$ cat config.mk
export PLATFORM = sky130hd
export DESIGN_NAME = http_request_line_parser_top_flat
export DESIGN_NICKNAME = d
export VERILOG_FILES = /design/src/rtl/hrlp_pkg.sv /design/src/rtl/hrlp_byte_if.sv /design/src/rtl/hrlp_result_if.sv /design/src/rtl/hrlp_core.sv /design/src/rtl/http_request_line_parser_top.sv /design/src/flat_wrapper.sv
export SDC_FILE = /design/constraint.sdc
export NUM_CORES = 1
export LEC_CHECK = 0
export BUFFER_PORTS_ARGS = -buffer_cell sky130_fd_sc_hd__buf_2
export CAP_MARGIN = 0
export CORE_ASPECT_RATIO = 1.2
export CORE_MARGIN = 2
export CORE_UTILIZATION = 60
export DETAILED_ROUTE_END_ITERATION = 16
export GPL_TIMING_DRIVEN = 0
export PLACE_DENSITY = 0.92
export SLEW_MARGIN = 20
export SYNTH_ARGS = -nofsm -noshare
export SYNTH_HDL_FRONTEND = slang
export SYNTH_SLANG_ARGS = --single-unit
$ cat constraint.sdc
create_clock -name clk -period 10.9 [get_ports clk]
set_clock_uncertainty 0.05 [all_clocks]
set_input_delay 0.545 -clock clk [delete_from_list [all_inputs] [get_ports clk]]
set_output_delay 0.545 -clock clk [all_outputs]
set_load 0.005 [all_outputs]
$ cat src/rtl/hrlp_pkg.sv
`timescale 1ns / 1ps

package hrlp_pkg;

	// Line limit and offset field width.
	localparam int MAX_LINE_BYTES = 8192;
	localparam int OFS_W = 13;
	localparam logic [OFS_W-1:0] OFFSET_CAP = OFS_W'(MAX_LINE_BYTES - 1);

	// Characters the parser looks for.
	localparam logic [7:0] CH_LF    = 8'd10;
	localparam logic [7:0] CH_CR    = 8'd13;
	localparam logic [7:0] CH_SPACE = 8'h20;
	localparam logic [7:0] CH_SLASH = 8'h2F;
	localparam logic [7:0] CH_DOT   = 8'h2E;
	localparam logic [7:0] CH_ZERO  = 8'h30;
	localparam logic [7:0] CH_ONE   = 8'h31;
	localparam logic [7:0] CH_NINE  = 8'h39;
	localparam logic [7:0] CH_UPPER_A = 8'h41;
	localparam logic [7:0] CH_UPPER_Z = 8'h5A;
	localparam logic [7:0] CH_UNDERSCORE = 8'h5F;
	localparam logic [7:0] CH_H = 8'h48;
	localparam logic [7:0] CH_T = 8'h54;
	localparam logic [7:0] CH_P = 8'h50;

	// Packed method letters for the recognized methods.
	localparam logic [31:0] CHARS_GET  = 32'h0047_4554;
	localparam logic [31:0] CHARS_HEAD = 32'h4845_4144;
	localparam logic [31:0] CHARS_POST = 32'h504F_5354;

	typedef enum logic [3:0] {
		P_IDLE      = 4'd0,
		P_METHOD    = 4'd1,
		P_PRE_URI   = 4'd2,
		P_URI       = 4'd3,
		P_PRE_PROTO = 4'd4,
		P_H         = 4'd5,
		P_HT        = 4'd6,
		P_HTT       = 4'd7,
		P_HTTP      = 4'd8,
		P_MAJ_FIRST = 4'd9,
		P_MAJ       = 4'd10,
		P_MIN_FIRST = 4'd11,
		P_MIN       = 4'd12,
		P_TRAIL     = 4'd13,
		P_CR        = 4'd14
	} parse_state_t;

	typedef enum logic [1:0] {
		ST_OK          = 2'd0,
		ST_BAD_METHOD  = 2'd1,
		ST_BAD_REQUEST = 2'd2
	} status_t;

	typedef enum logic [1:0] {
		M_UNKNOWN = 2'd0,
		M_GET     = 2'd1,
		M_HEAD    = 2'd2,
		M_POST    = 2'd3
	} method_t;

	typedef struct packed {
		status_t          status;
		method_t          method_code;
		logic [7:0]       version_major;
		logic [7:0]       version_minor;
		logic [OFS_W-1:0] method_end_offset;
		logic [OFS_W-1:0] uri_start_offset;
		logic [OFS_W-1:0] uri_end_offset;
		logic [OFS_W-1:0] line_end_offset;
	} result_t;

	// What the parse core reports for one byte.
	typedef struct packed {
		logic    done;
		result_t res;
	} core_out_t;

endpackage

$ cat src/rtl/hrlp_byte_if.sv
`timescale 1ns / 1ps

interface hrlp_byte_if;
	logic       valid;
	logic       ready;
	logic [7:0] data_byte;

	modport source(output valid, output data_byte, input ready);
	modport sink(input valid, input data_byte, output ready);
endinterface

$ cat src/rtl/hrlp_result_if.sv
`timescale 1ns / 1ps

interface hrlp_result_if;
	logic                      valid;
	logic                      ready;
	logic [1:0]                status;
	logic [1:0]                method_code;
	logic [7:0]                version_major;
	logic [7:0]                version_minor;
	logic [hrlp_pkg::OFS_W-1:0] method_end_offset;
	logic [hrlp_pkg::OFS_W-1:0] uri_start_offset;
	logic [hrlp_pkg::OFS_W-1:0] uri_end_offset;
	logic [hrlp_pkg::OFS_W-1:0] line_end_offset;

	modport source(output valid, output status, output method_code, output version_major,
		output version_minor, output method_end_offset, output uri_start_offset,
		output uri_end_offset, output line_end_offset, input ready);
	modport sink(input valid, input status, input method_code, input version_major,
		input version_minor, input method_end_offset, input uri_start_offset,
		input uri_end_offset, input line_end_offset, output ready);
endinterface

$ cat src/rtl/hrlp_core.sv
`timescale 1ns / 1ps

module hrlp_core (
	input  logic                   clk,
	input  logic                   arst_n,
	input  logic                   step,
	input  logic [7:0]             data_byte,
	output hrlp_pkg::core_out_t    core_out
);

	// Per-line state.
	hrlp_pkg::parse_state_t      state_q, state_d;
	logic [hrlp_pkg::OFS_W-1:0]  offset_q;
	logic [31:0]                 chars_q;
	logic [2:0]                  len_q;
	hrlp_pkg::method_t           kind_q;
	logic [7:0]                  major_q;
	logic [7:0]                  minor_q;
	logic [hrlp_pkg::OFS_W-1:0]  method_end_q;
	logic [hrlp_pkg::OFS_W-1:0]  uri_start_q;
	logic [hrlp_pkg::OFS_W-1:0]  uri_end_q;
	logic [hrlp_pkg::OFS_W-1:0]  line_end_q;
	logic                        line_end_seen_q;

	// Decoded events for the current byte.
	logic                        done;
	hrlp_pkg::status_t           status;
	logic                        skip;
	logic                        first_char;
	logic                        add_char;
	logic                        set_method_end;
	logic                        set_uri_start;
	logic                        set_uri_end;
	logic                        set_line_end;
	logic                        load_major;
	logic                        acc_major;
	logic                        load_minor;
	logic                        acc_minor;

	logic [hrlp_pkg::OFS_W-1:0]  cur;
	logic                        is_method_char;
	logic                        is_digit;
	hrlp_pkg::method_t           kind_new;
	logic [7:0]                  major_next;
	logic [7:0]                  minor_next;

	// Decimal accumulate with saturation at 255.
	function automatic logic [7:0] dec_acc(input logic [7:0] acc, input logic [7:0] b);
		logic [11:0] v;
		v = 12'(acc) * 12'd10 + 12'(b[3:0]);
		return (v > 12'd255) ? 8'hFF : v[7:0];
	endfunction

	assign cur = (state_q == hrlp_pkg::P_IDLE) ? '0 : offset_q;
	assign is_method_char = (data_byte >= hrlp_pkg::CH_UPPER_A && data_byte <= hrlp_pkg::CH_UPPER_Z)
		|| data_byte == hrlp_pkg::CH_UNDERSCORE;
	assign is_digit = data_byte >= hrlp_pkg::CH_ZERO && data_byte <= hrlp_pkg::CH_NINE;
	assign major_next = dec_acc(major_q, data_byte);
	assign minor_next = dec_acc(minor_q, data_byte);

	// Method classification from the letters collected so far.
	always_comb begin
		if (len_q == 3'd3 && chars_q == hrlp_pkg::CHARS_GET) begin
			kind_new = hrlp_pkg::M_GET;
		end else if (len_q == 3'd4 && chars_q == hrlp_pkg::CHARS_HEAD) begin
			kind_new = hrlp_pkg::M_HEAD;
		end else if (len_q == 3'd4 && chars_q == hrlp_pkg::CHARS_POST) begin
			kind_new = hrlp_pkg::M_POST;
		end else begin
			kind_new = hrlp_pkg::M_UNKNOWN;
		end
	end

	// Next state and per-byte events.
	always_comb begin
		state_d        = state_q;
		done           = 1'b0;
		status         = hrlp_pkg::ST_OK;
		skip           = 1'b0;
		first_char     = 1'b0;
		add_char       = 1'b0;
		set_method_end = 1'b0;
		set_uri_start  = 1'b0;
		set_uri_end    = 1'b0;
		set_line_end   = 1'b0;
		load_major     = 1'b0;
		acc_major      = 1'b0;
		load_minor     = 1'b0;
		acc_minor      = 1'b0;
		case (state_q)
			hrlp_pkg::P_METHOD: begin
				if (data_byte == hrlp_pkg::CH_SPACE) begin
					set_method_end = 1'b1;
					state_d = hrlp_pkg::P_PRE_URI;
				end else if (is_method_char) begin
					add_char = 1'b1;
				end else begin
					done = 1'b1;
					status = hrlp_pkg::ST_BAD_METHOD;
				end
			end
			hrlp_pkg::P_PRE_URI: begin
				if (data_byte == hrlp_pkg::CH_SLASH) begin
					set_uri_start = 1'b1;
					state_d = hrlp_pkg::P_URI;
				end else if (data_byte != hrlp_pkg::CH_SPACE) begin
					done = 1'b1;
					status = hrlp_pkg::ST_BAD_REQUEST;
				end
			end
			hrlp_pkg::P_URI: begin
				if (data_byte == hrlp_pkg::CH_SPACE) begin
					set_uri_end = 1'b1;
					state_d = hrlp_pkg::P_PRE_PROTO;
				end
			end
			hrlp_pkg::P_PRE_PROTO: begin
				if (data_byte == hrlp_pkg::CH_H) begin
					state_d = hrlp_pkg::P_H;
				end else if (data_byte != hrlp_pkg::CH_SPACE) begin
					done = 1'b1;
					status = hrlp_pkg::ST_BAD_REQUEST;
				end
			end
			hrlp_pkg::P_H, hrlp_pkg::P_HT, hrlp_pkg::P_HTT, hrlp_pkg::P_HTTP: begin
				// Fixed protocol name, one letter a byte.
				if (state_q == hrlp_pkg::P_H && data_byte == hrlp_pkg::CH_T) begin
					state_d = hrlp_pkg::P_HT;
				end else if (state_q == hrlp_pkg::P_HT && data_byte == hrlp_pkg::CH_T) begin
					state_d = hrlp_pkg::P_HTT;
				end else if (state_q == hrlp_pkg::P_HTT && data_byte == hrlp_pkg::CH_P) begin
					state_d = hrlp_pkg::P_HTTP;
				end else if (state_q == hrlp_pkg::P_HTTP
					&& data_byte == hrlp_pkg::CH_SLASH) begin
					state_d = hrlp_pkg::P_MAJ_FIRST;
				end else begin
					done = 1'b1;
					status = hrlp_pkg::ST_BAD_REQUEST;
				end
			end
			hrlp_pkg::P_MAJ_FIRST: begin
				if (data_byte >= hrlp_pkg::CH_ONE && data_byte <= hrlp_pkg::CH_NINE) begin
					load_major = 1'b1;
					state_d = hrlp_pkg::P_MAJ;
				end else begin
					done = 1'b1;
					status = hrlp_pkg::ST_BAD_REQUEST;
				end
			end
			hrlp_pkg::P_MAJ: begin
				if (data_byte == hrlp_pkg::CH_DOT) begin
					state_d = hrlp_pkg::P_MIN_FIRST;
				end else if (is_digit) begin
					acc_major = 1'b1;
				end else begin
					done = 1'b1;
					status = hrlp_pkg::ST_BAD_REQUEST;
				end
			end
			hrlp_pkg::P_MIN_FIRST: begin
				if (is_digit) begin
					load_minor = 1'b1;
					state_d = hrlp_pkg::P_MIN;
				end else begin
					done = 1'b1;
					status = hrlp_pkg::ST_BAD_REQUEST;
				end
			end
			hrlp_pkg::P_MIN, hrlp_pkg::P_TRAIL: begin
				if (data_byte == hrlp_pkg::CH_CR) begin
					set_line_end = 1'b1;
					state_d = hrlp_pkg::P_CR;
				end else if (data_byte == hrlp_pkg::CH_LF) begin
					done = 1'b1;
				end else if (data_byte == hrlp_pkg::CH_SPACE) begin
					state_d = hrlp_pkg::P_TRAIL;
				end else if (state_q == hrlp_pkg::P_MIN && is_digit) begin
					acc_minor = 1'b1;
				end else begin
					done = 1'b1;
					status = hrlp_pkg::ST_BAD_REQUEST;
				end
			end
			hrlp_pkg::P_CR: begin
				done = 1'b1;
				if (data_byte != hrlp_pkg::CH_LF) begin
					status = hrlp_pkg::ST_BAD_REQUEST;
				end
			end
			default: begin
				// Start of line; unused codes behave the same.
				state_d = hrlp_pkg::P_IDLE;
				if (data_byte == hrlp_pkg::CH_CR || data_byte == hrlp_pkg::CH_LF) begin
					skip = 1'b1;
				end else if (!is_method_char) begin
					done = 1'b1;
					status = hrlp_pkg::ST_BAD_METHOD;
				end else begin
					first_char = 1'b1;
					state_d = hrlp_pkg::P_METHOD;
				end
			end
		endcase
	end

	// Result fields: all zero for an error.
	always_comb begin
		core_out.done = done;
		core_out.res = '0;
		core_out.res.status = status;
		if (status == hrlp_pkg::ST_OK) begin
			core_out.res.method_code       = kind_q;
			core_out.res.version_major     = major_q;
			core_out.res.version_minor     = minor_q;
			core_out.res.method_end_offset = method_end_q;
			core_out.res.uri_start_offset  = uri_start_q;
			core_out.res.uri_end_offset    = uri_end_q;
			core_out.res.line_end_offset   = line_end_seen_q ? line_end_q : cur;
		end
	end

	// State update for each byte; a finished line clears everything.
	always_ff @(posedge clk or negedge arst_n) begin
		if (!arst_n) begin
			state_q         <= hrlp_pkg::P_IDLE;
			offset_q        <= '0;
			chars_q         <= '0;
			len_q           <= '0;
			kind_q          <= hrlp_pkg::M_UNKNOWN;
			major_q         <= '0;
			minor_q         <= '0;
			method_end_q    <= '0;
			uri_start_q     <= '0;
			uri_end_q       <= '0;
			line_end_q      <= '0;
			line_end_seen_q <= 1'b0;
		end else if (step) begin
			if (done) begin
				state_q         <= hrlp_pkg::P_IDLE;
				offset_q        <= '0;
				chars_q         <= '0;
				len_q           <= '0;
				kind_q          <= hrlp_pkg::M_UNKNOWN;
				major_q         <= '0;
				minor_q         <= '0;
				method_end_q    <= '0;
				uri_start_q     <= '0;
				uri_end_q       <= '0;
				line_end_q      <= '0;
				line_end_seen_q <= 1'b0;
			end else begin
				state_q <= state_d;
				if (!skip) begin
					offset_q <= (cur < hrlp_pkg::OFFSET_CAP) ? cur + 1'b1 : hrlp_pkg::OFFSET_CAP;
				end
				if (first_char) begin
					chars_q <= {24'h0, data_byte};
					len_q   <= 3'd1;
				end else if (add_char) begin
					if (len_q < 3'd4) begin
						chars_q <= {chars_q[23:0], data_byte};
					end
					if (len_q < 3'd7) begin
						len_q <= len_q + 3'd1;
					end
				end
				if (set_method_end) begin
					method_end_q <= cur;
					kind_q       <= kind_new;
				end
				if (set_uri_start) begin
					uri_start_q <= cur;
				end
				if (set_uri_end) begin
					uri_end_q <= cur;
				end
				if (set_line_end) begin
					line_end_q      <= cur;
					line_end_seen_q <= 1'b1;
				end
				if (load_major) begin
					major_q <= {4'h0, data_byte[3:0]};
				end else if (acc_major) begin
					major_q <= major_next;
				end
				if (load_minor) begin
					minor_q <= {4'h0, data_byte[3:0]};
				end else if (acc_minor) begin
					minor_q <= minor_next;
				end
			end
		end
	end

endmodule

$ cat src/rtl/http_request_line_parser_top.sv
`timescale 1ns / 1ps

// Channel | Role | Payload
// stream  | sink   | data_byte: one byte of the request line
// result  | source | status, method_code, version_major/minor, four offsets
//
// One byte is taken every cycle unless an untaken result holds it back. The byte that ends
// the line or shows the error goes through the input register, the combinational parse step
// and the result register, which then offers the result. Reset clears the parse state to the
// start of a line. While a result waits untaken, the byte in the input register holds and
// the stream takes no new request once that register is full.

module http_request_line_parser_top (
	input  logic                 clk,
	input  logic                 arst_n,
	hrlp_byte_if.sink            stream,
	hrlp_result_if.source        result
);

	logic                 valid_s1;
	logic [7:0]           byte_s1;
	logic                 advance;
	hrlp_pkg::core_out_t  core_out;
	logic                 res_valid_q;
	hrlp_pkg::result_t    res_q;

	// The input stage moves on when the result register can take what it makes.
	assign advance = valid_s1 && (!res_valid_q || result.ready);
	assign stream.ready = !valid_s1 || advance;

	// Input register.
	always_ff @(posedge clk or negedge arst_n) begin
		if (!arst_n) begin
			valid_s1 <= 1'b0;
		end else if (stream.ready) begin
			valid_s1 <= stream.valid;
		end
	end

	always_ff @(posedge clk) begin
		if (stream.valid && stream.ready) begin
			byte_s1 <= stream.data_byte;
		end
	end

	hrlp_core u_core (
		.clk       (clk),
		.arst_n    (arst_n),
		.step      (advance),
		.data_byte (byte_s1),
		.core_out  (core_out)
	);

	// Result register.
	always_ff @(posedge clk or negedge arst_n) begin
		if (!arst_n) begin
			res_valid_q <= 1'b0;
		end else if (advance && core_out.done) begin
			res_valid_q <= 1'b1;
		end else if (result.ready) begin
			res_valid_q <= 1'b0;
		end
	end

	always_ff @(posedge clk) begin
		if (advance && core_out.done) begin
			res_q <= core_out.res;
		end
	end

	assign result.valid             = res_valid_q;
	assign result.status            = res_q.status;
	assign result.method_code       = res_q.method_code;
	assign result.version_major     = res_q.version_major;
	assign result.version_minor     = res_q.version_minor;
	assign result.method_end_offset = res_q.method_end_offset;
	assign result.uri_start_offset  = res_q.uri_start_offset;
	assign result.uri_end_offset    = res_q.uri_end_offset;
	assign result.line_end_offset   = res_q.line_end_offset;

endmodule

$ cat src/flat_wrapper.sv
// flat-port wrapper written by rule: the top's interface ports become plain ports
module http_request_line_parser_top_flat 
  (clk, arst_n, stream_valid, stream_data_byte, stream_ready, result_valid, result_status, result_method_code, result_version_major, result_version_minor, result_method_end_offset, result_uri_start_offset, result_uri_end_offset, result_line_end_offset, result_ready);
  hrlp_byte_if stream_i ();
  hrlp_result_if result_i ();
  input  logic clk;
  input  logic arst_n;
  input wire logic [$bits(stream_i.valid)-1:0] stream_valid;
  input wire logic [$bits(stream_i.data_byte)-1:0] stream_data_byte;
  output wire logic [$bits(stream_i.ready)-1:0] stream_ready;
  output wire logic [$bits(result_i.valid)-1:0] result_valid;
  output wire logic [$bits(result_i.status)-1:0] result_status;
  output wire logic [$bits(result_i.method_code)-1:0] result_method_code;
  output wire logic [$bits(result_i.version_major)-1:0] result_version_major;
  output wire logic [$bits(result_i.version_minor)-1:0] result_version_minor;
  output wire logic [$bits(result_i.method_end_offset)-1:0] result_method_end_offset;
  output wire logic [$bits(result_i.uri_start_offset)-1:0] result_uri_start_offset;
  output wire logic [$bits(result_i.uri_end_offset)-1:0] result_uri_end_offset;
  output wire logic [$bits(result_i.line_end_offset)-1:0] result_line_end_offset;
  input wire logic [$bits(result_i.ready)-1:0] result_ready;
  assign stream_i.valid = stream_valid;
  assign stream_i.data_byte = stream_data_byte;
  assign stream_ready = stream_i.ready;
  assign result_valid = result_i.valid;
  assign result_status = result_i.status;
  assign result_method_code = result_i.method_code;
  assign result_version_major = result_i.version_major;
  assign result_version_minor = result_i.version_minor;
  assign result_method_end_offset = result_i.method_end_offset;
  assign result_uri_start_offset = result_i.uri_start_offset;
  assign result_uri_end_offset = result_i.uri_end_offset;
  assign result_line_end_offset = result_i.line_end_offset;
  assign result_i.ready = result_ready;
  http_request_line_parser_top u_core (.clk(clk), .arst_n(arst_n), .stream(stream_i), .result(result_i));
endmodule
# [After elaboration in Yosys (flattened, before gate mapping)]
# Index checks and enable logic that the tools add are counted.
[op_classes] add_sub_neg=4 n_mul=2 order_cmp=10 eq_ne=42 n_mux=118 n_reduce_logical=45
[op_table] operator="13-bit two-way mux" count=13
[op_table] operator="32-bit two-way mux" count=4
[op_table] operator="32-bit by 31-bit == test with 1-bit output (second input constant)" count=2
[op_table] operator="8-bit two-way mux" count=8
[op_table] operator="4-bit two-way mux" count=15
[op_table] operator="1-bit two-way mux" count=50
[op_table] operator="2-bit two-way mux" count=21
[op_table] operator="4-bit one-hot mux with 10 select lines" count=1
[op_table] operator="32-bit by 23-bit == test with 1-bit output (second input constant)" count=1
[op_table] operator="8-bit by 7-bit == test with 1-bit output (second input constant)" count=4
[op_table] operator="4-bit == test (second input constant)" count=7
[op_table] operator="12-bit by 4-bit adder with 12-bit output" count=2
[op_table] operator="8-bit by 6-bit == test with 1-bit output (second input constant)" count=3
[op_table] operator="12-bit by 8-bit > comparator with 1-bit output (second input constant)" count=2
[op_table] operator="8-bit by 3-bit multiplier with 11-bit output (second input constant)" count=2
[op_table] operator="3-bit != test (second input constant)" count=7
[op_table] operator="2-bit one-hot mux with 10 select lines" count=1
[op_table] operator="4-bit by 3-bit == test with 1-bit output (second input constant)" count=4
[op_table] operator="8-bit by 4-bit == test with 1-bit output (second input constant)" count=2
[op_table] operator="8-bit by 6-bit >= comparator with 1-bit output (second input constant)" count=2
[op_table] operator="3-bit nonzero test" count=5
[op_table] operator="1-bit logical AND" count=14
[op_table] operator="2-bit AND reduction" count=7
[op_table] operator="14-bit OR reduction" count=1
[op_table] operator="other kinds (27)" count=43
[word_totals] ff_bits=205 in_bits=12 output_inout_bits=74 word_cells=244

# [Logic depth before layout (Yosys ltp)]
[depth] ltp_word=11 depth_mapped=13 ltp_nobuf=11

# [Modules after synthesis]
# Synthesis repeated with hierarchy kept, for this count alone.
[unflattened] cells_unflattened=943 hier_area_um2=9993.3
[by_module_without_submodules] module="hrlp_core" instances=1 cells_each=853 area_per_inst_um2=7482.2 seq_area_each_um2=3078.0
[by_module_without_submodules] module="http_request_line_parser_top" instances=1 cells_each=90 area_per_inst_um2=2511.2 seq_area_each_um2=2452.4

# [Least setup slack after synthesis]
# Ideal clock, no wire load.
[synth_timing] path_kind="reg-to-reg" from="reg u_core.byte_s1[6]" to="reg u_core.u_core.uri_start_q[8] in the netlist's numbering" setup_ps=79 t_arrival_ps=3337 t_required_ps=10771 path_slack_ps=7434 path_stages_with_launch=11 path_buffers=1 synth_period_minus_slack_ps=3466 path_cell_list="edfxtp_1 > nor4b_4 > nand3_1 > or3_1 > a32o_1 > or3_4 > o211ai_2 > inv_2 > a31oi_2 > buf_2 > o2bb2ai_1"
[synth_between] elab_chain_cells=10 elab_cells_between_ends=48 classes_between="order compare: 5; eq/ne: 10; mux: 21; reduce/logical: 12"
[synth_lines] element="start: declaration" line="http_request_line_parser_top.sv:21" text="logic [7:0] byte_s1;"
[synth_lines] element="start signal: assignment" line="http_request_line_parser_top.sv:42" text="byte_s1 <= stream.data_byte;"
[synth_lines] element="8-bit by 6-bit >= comparator with 1-bit output or 8-bit by 6-bit less-or-equal comparator with 1-bit output (tied branches)" line="hrlp_core.sv:57, hrlp_core.sv:142"
[synth_lines] element="1-bit logical AND" line="hrlp_core.sv:57" text="assign is_digit = data_byte >= hrlp_pkg::CH_ZERO && data_byte <= hrlp_pkg::CH_NINE;"
[synth_lines] element="1-bit logical AND" line="hrlp_core.sv:177" text="end else if (state_q == hrlp_pkg::P_MIN && is_digit) begin"
[synth_lines] element="1-bit two-way mux" line="hrlp_core.sv:177"
[synth_lines] element="1-bit two-way mux" line="hrlp_core.sv:175" text="end else if (data_byte == hrlp_pkg::CH_SPACE) begin"
[synth_lines] element="1-bit two-way mux" line="hrlp_core.sv:173" text="end else if (data_byte == hrlp_pkg::CH_LF) begin"
[synth_lines] element="1-bit two-way mux" line="hrlp_core.sv:170" text="if (data_byte == hrlp_pkg::CH_CR) begin"
[synth_lines] element="1-bit one-hot mux with 10 select lines" line="hrlp_core.sv:90" text="case (state_q)"
[synth_lines] element="2-bit nonzero test (no source line)"
[synth_lines] element="2-bit AND reduction (no source line)"
[synth_lines] element="end signal: assignment" line="hrlp_core.sv:272" text="uri_start_q <= cur;"
[synth_lines] element="end: declaration" line="hrlp_core.sv:20" text="logic [hrlp_pkg::OFS_W-1:0] uri_start_q;"
# Several ways; a longest one is shown, not always the timed one.
# A chain may end at the register's enable or synchronous reset.

# [Worst setup path after layout]
[layout_timing] from="reg u_core.byte_s1[1]" to="reg u_core.u_core.uri_start_q[9] in the netlist's numbering"
# The elaborated chain is that of the path after synthesis.

==> impl_metrics.env <==
export IMPL_die_area_um2=17500
export IMPL_rows=51
export IMPL_rr_startpoint="u_core.byte_s1[1]$_DFFE_PP_"
export IMPL_ant_nets=0
export IMPL_first_iter_violations=909
export IMPL_async_flop_share_pct=60.98
export IMPL_path_clk_slew_ns=0.07
export IMPL_yosysWarnings=0
export IMPL_root_buffer="clkbuf_16"
export IMPL_grt_pass1_vias=7821
export IMPL_maxCapViolCount=0
export IMPL_met3_usage_pct=4.574
export IMPL_fin_cells=1244
export IMPL_drive_gt1_share_pct=13.37
export IMPL_grt_antenna_before_repair=0
export IMPL_core_area_um2=16140
export IMPL_drc=0
export IMPL_grt_busiest_layer="met2"
export IMPL_vias=8021
export IMPL_dp_cells=1210
export IMPL_crit_type="flip-flop to flip-flop"
export IMPL_grt_max_degree=68
export IMPL_fmax_mhz=234.2
export IMPL_overflow=0
export IMPL_place_area_um2=10620
export IMPL_start_kind="flip-flop"
export IMPL_reg2reg_depth=12
export IMPL_syn_to_final_growth_pct=13.70
export IMPL_h_tree_depth=1
export IMPL_grt_pass1_wl_um=40070
export IMPL_wl_per_cell_um=20.24
export IMPL_place_gp_congestion=0.9527
export IMPL_violations="negative hold slack"
export IMPL_n_antenna_cell=0
export IMPL_syn_area_um2=9871
export IMPL_die_w_um=121.1
export IMPL_cp_required_ns=11.26
export IMPL_die_h_um=144.5
export IMPL_synth_nets=961
export IMPL_synth_seq_area_share_pct=56.03
export IMPL_peakVddDrop_uv=108.6
export IMPL_period_share_pct=39.17
export IMPL_netlist_instances=911
export IMPL_period_needed_ns=4.269
export IMPL_ys_flop_type="dfrtp_1"
export IMPL_cts_made_buffers=19
export IMPL_drv_slew=0
export IMPL_final_cell_mix="dfrtp_1 (125), buf_2 (89), edfxtp_1 (80)"
export IMPL_cp_max_fo=40
export IMPL_max_slew_margin_rel_pct=37.01
export IMPL_cts_buffer_depth=3
export IMPL_io_buffers=85
export IMPL_wirelength_um=25180
export IMPL_final_util_pct=69.52
export IMPL_ys_ff_latch=205
export IMPL_worstPathCellList="clkbuf_1 > nor2b_1 > a21o_1 > a311oi_1 > nor2_1 > a31o_2 > o211ai_2 > inv_4 > buf_12 > a31oi_2 > buf_2 > o2bb2ai_1"
export IMPL_ios=86
export IMPL_final_nets=1069
export IMPL_p_per_area_nw_per_um2=148.6
export IMPL_cts_tree="yes"
export IMPL_pre_cts_ws_ns=6.840
export IMPL_met1_usage_pct=37.12
export IMPL_synth_edf_count=80
export IMPL_timing_rr_end="u_core.u_core.uri_start_q[9]$_DFFE_PN0P_"
export IMPL_first_pass_iters=6
export IMPL_hold_path_class="input pin to async pin"
export IMPL_synth_top_cell_area_share_pct=31.69
export IMPL_use_met2_pct=49.47
export IMPL_rsz0062_at_grt="false"
export IMPL_synth_area_leader_cell="dfrtp_1"
export IMPL_tightest_slew_ns=0.9376
export IMPL_totalPowerFinal_mw=1.668
export IMPL_max_stage_delay_ns=0.65
export IMPL_whs_ns=-0.02394
export IMPL_place_detailed_hpwl_um=16650
export IMPL_numClockSinks=205
export IMPL_synthTopCellsByArea="dfrtp_1 (32%), edfxtp_1 (24%), ha_1 (4.3%)"
export IMPL_via_per_inst=6.448
export IMPL_start_util_pct=61.14
export IMPL_setup_tns_ns=0
export IMPL_cp_end_kind="flip-flop"
export IMPL_cts_setup_buffers=0
export IMPL_synth_cell_types=66
export IMPL_fin_area_um2=11220
export IMPL_grt_usage_pct=29.10
export IMPL_syn_avg_cell_area_um2=10.84
export IMPL_critical_path_arrival_ns=4.63
export IMPL_setup_slack_ns=6.631
export IMPL_final_hold_viol_count=18
export IMPL_clk_latency_ns=0.49
export IMPL_ctsResizeCount=0
export IMPL_setup_viol=0
export IMPL_status="finished with violations"
export IMPL_slowest_stage="a311oi_1"
export IMPL_r2r_slack_ns=6.63
export IMPL_p_leak_nw=4.916
export IMPL_layout_commonest_cell="dfrtp_1"
export IMPL_cts_hold_buf=0
[cells in the mapped netlist (4+ instances only)]
cell type / instances
a22o_1: 33
clkbuf_1: 41
a31oi_1: 5
nand2b_1: 9
nand3_1: 65
dfrtp_1: 125
and3_1: 4
o221ai_1: 4
fa_1: 4
xor2_1: 9
ha_1: 34
o2bb2ai_1: 15
o22ai_1: 10
nor3_1: 22
a21o_1: 9
buf_2: 5
o211ai_1: 6
inv_1: 17
and2_1: 63
nand2_1: 58
a21oi_1: 47
a32o_1: 8
nor2b_1: 9
o21ai_0: 68
nand3b_1: 5
xnor2_1: 6
edfxtp_1: 80
nand4_1: 13
nor2_1: 70
nor4_1: 6
[flip-flops by register name (all words and copies together) (netlist names), 13 cells and up]
register	flops
u_core.u_core.line_end_q	13
u_core.u_core.chars_q	32
u_core.u_core.offset_q	13
u_core.u_core.uri_end_q	13
u_core.result.uri_start_offset	13
u_core.u_core.method_end_q	13
u_core.result.method_end_offset	13
u_core.u_core.uri_start_q	13
u_core.result.uri_end_offset	13
u_core.result.line_end_offset	13
[worst max-delay path: cells and delay by family, from the launching register on]
family	cells	cell delay (ns)
AO/OA/AOI/OAI	6	2.05
buffers and inverters	4	1.33
flip-flops	1	0.45
AND/OR/NAND/NOR	2	0.28
[how the worst max path moves through the flow]
stage | start | endpoint | cells after the start
2_1_floorplan | u_core.byte_s1[6]$_DFFE_PP_ | u_core.u_core.uri_start_q[8]$_DFFE_PN0P_ | 10
3_3_place_gp | u_core.byte_s1[1]$_DFFE_PP_ | u_core.u_core.uri_start_q[8]$_DFFE_PN0P_ | 11
3_5_place_dp | u_core.byte_s1[1]$_DFFE_PP_ | u_core.u_core.uri_start_q[8]$_DFFE_PN0P_ | 12
4_1_cts | u_core.byte_s1[1]$_DFFE_PP_ | u_core.u_core.uri_start_q[9]$_DFFE_PN0P_ | 12
5_1_grt | u_core.byte_s1[1]$_DFFE_PP_ | u_core.u_core.uri_start_q[11]$_DFFE_PN0P_ | 12
6_report | u_core.byte_s1[1]$_DFFE_PP_ | u_core.u_core.uri_start_q[9]$_DFFE_PN0P_ | 12
[where the power goes]
part,internal [mW],total (mW),leakage (nW),switching [mW]
sequential,0.838,0.852,2.54,0.0137
clock,0.365,0.660,0.292,0.295
combinational,0.0460,0.157,2.09,0.111
total,1.25,1.67,4.92,0.419
[kinds of logic after synthesis]
family                   count (synthesis)  share of synthesized area [%]
AO/OA/AOI/OAI                          232                          15.64
XOR/XNOR                                15                          1.331
adder cells (fa/ha/maj)                 38                          5.121
buffers and inverters                   69                          2.915
flip-flops                             205                          56.03
multiplexers                             4                         0.4183
AND/OR/NAND/NOR                        348                          18.54
[per-layer routing]
metal / part of all wire [%] / vias to the layer above / routed length [µm]
li1: - / 3559 / -
met1: 38 / 3906 / 9588
met2: 50 / 473 / 12600
met3: 8.2 / 83 / 2066
met4: 3.7 / 0 / 919
met5: 0 / - / 0
[layout make-up]
class	count	area, µm²
inverter	18	70.07
fill	1095	4921
timing repair buffer	87	479.2
sequential	205	5530
buffer	51	220.2
clock inverter	11	90.09
tap	212	265.3
multi-input combinational	637	4053
clock buffer	23	515.5
No activity file was read; power rests on OpenSTA's default activity.
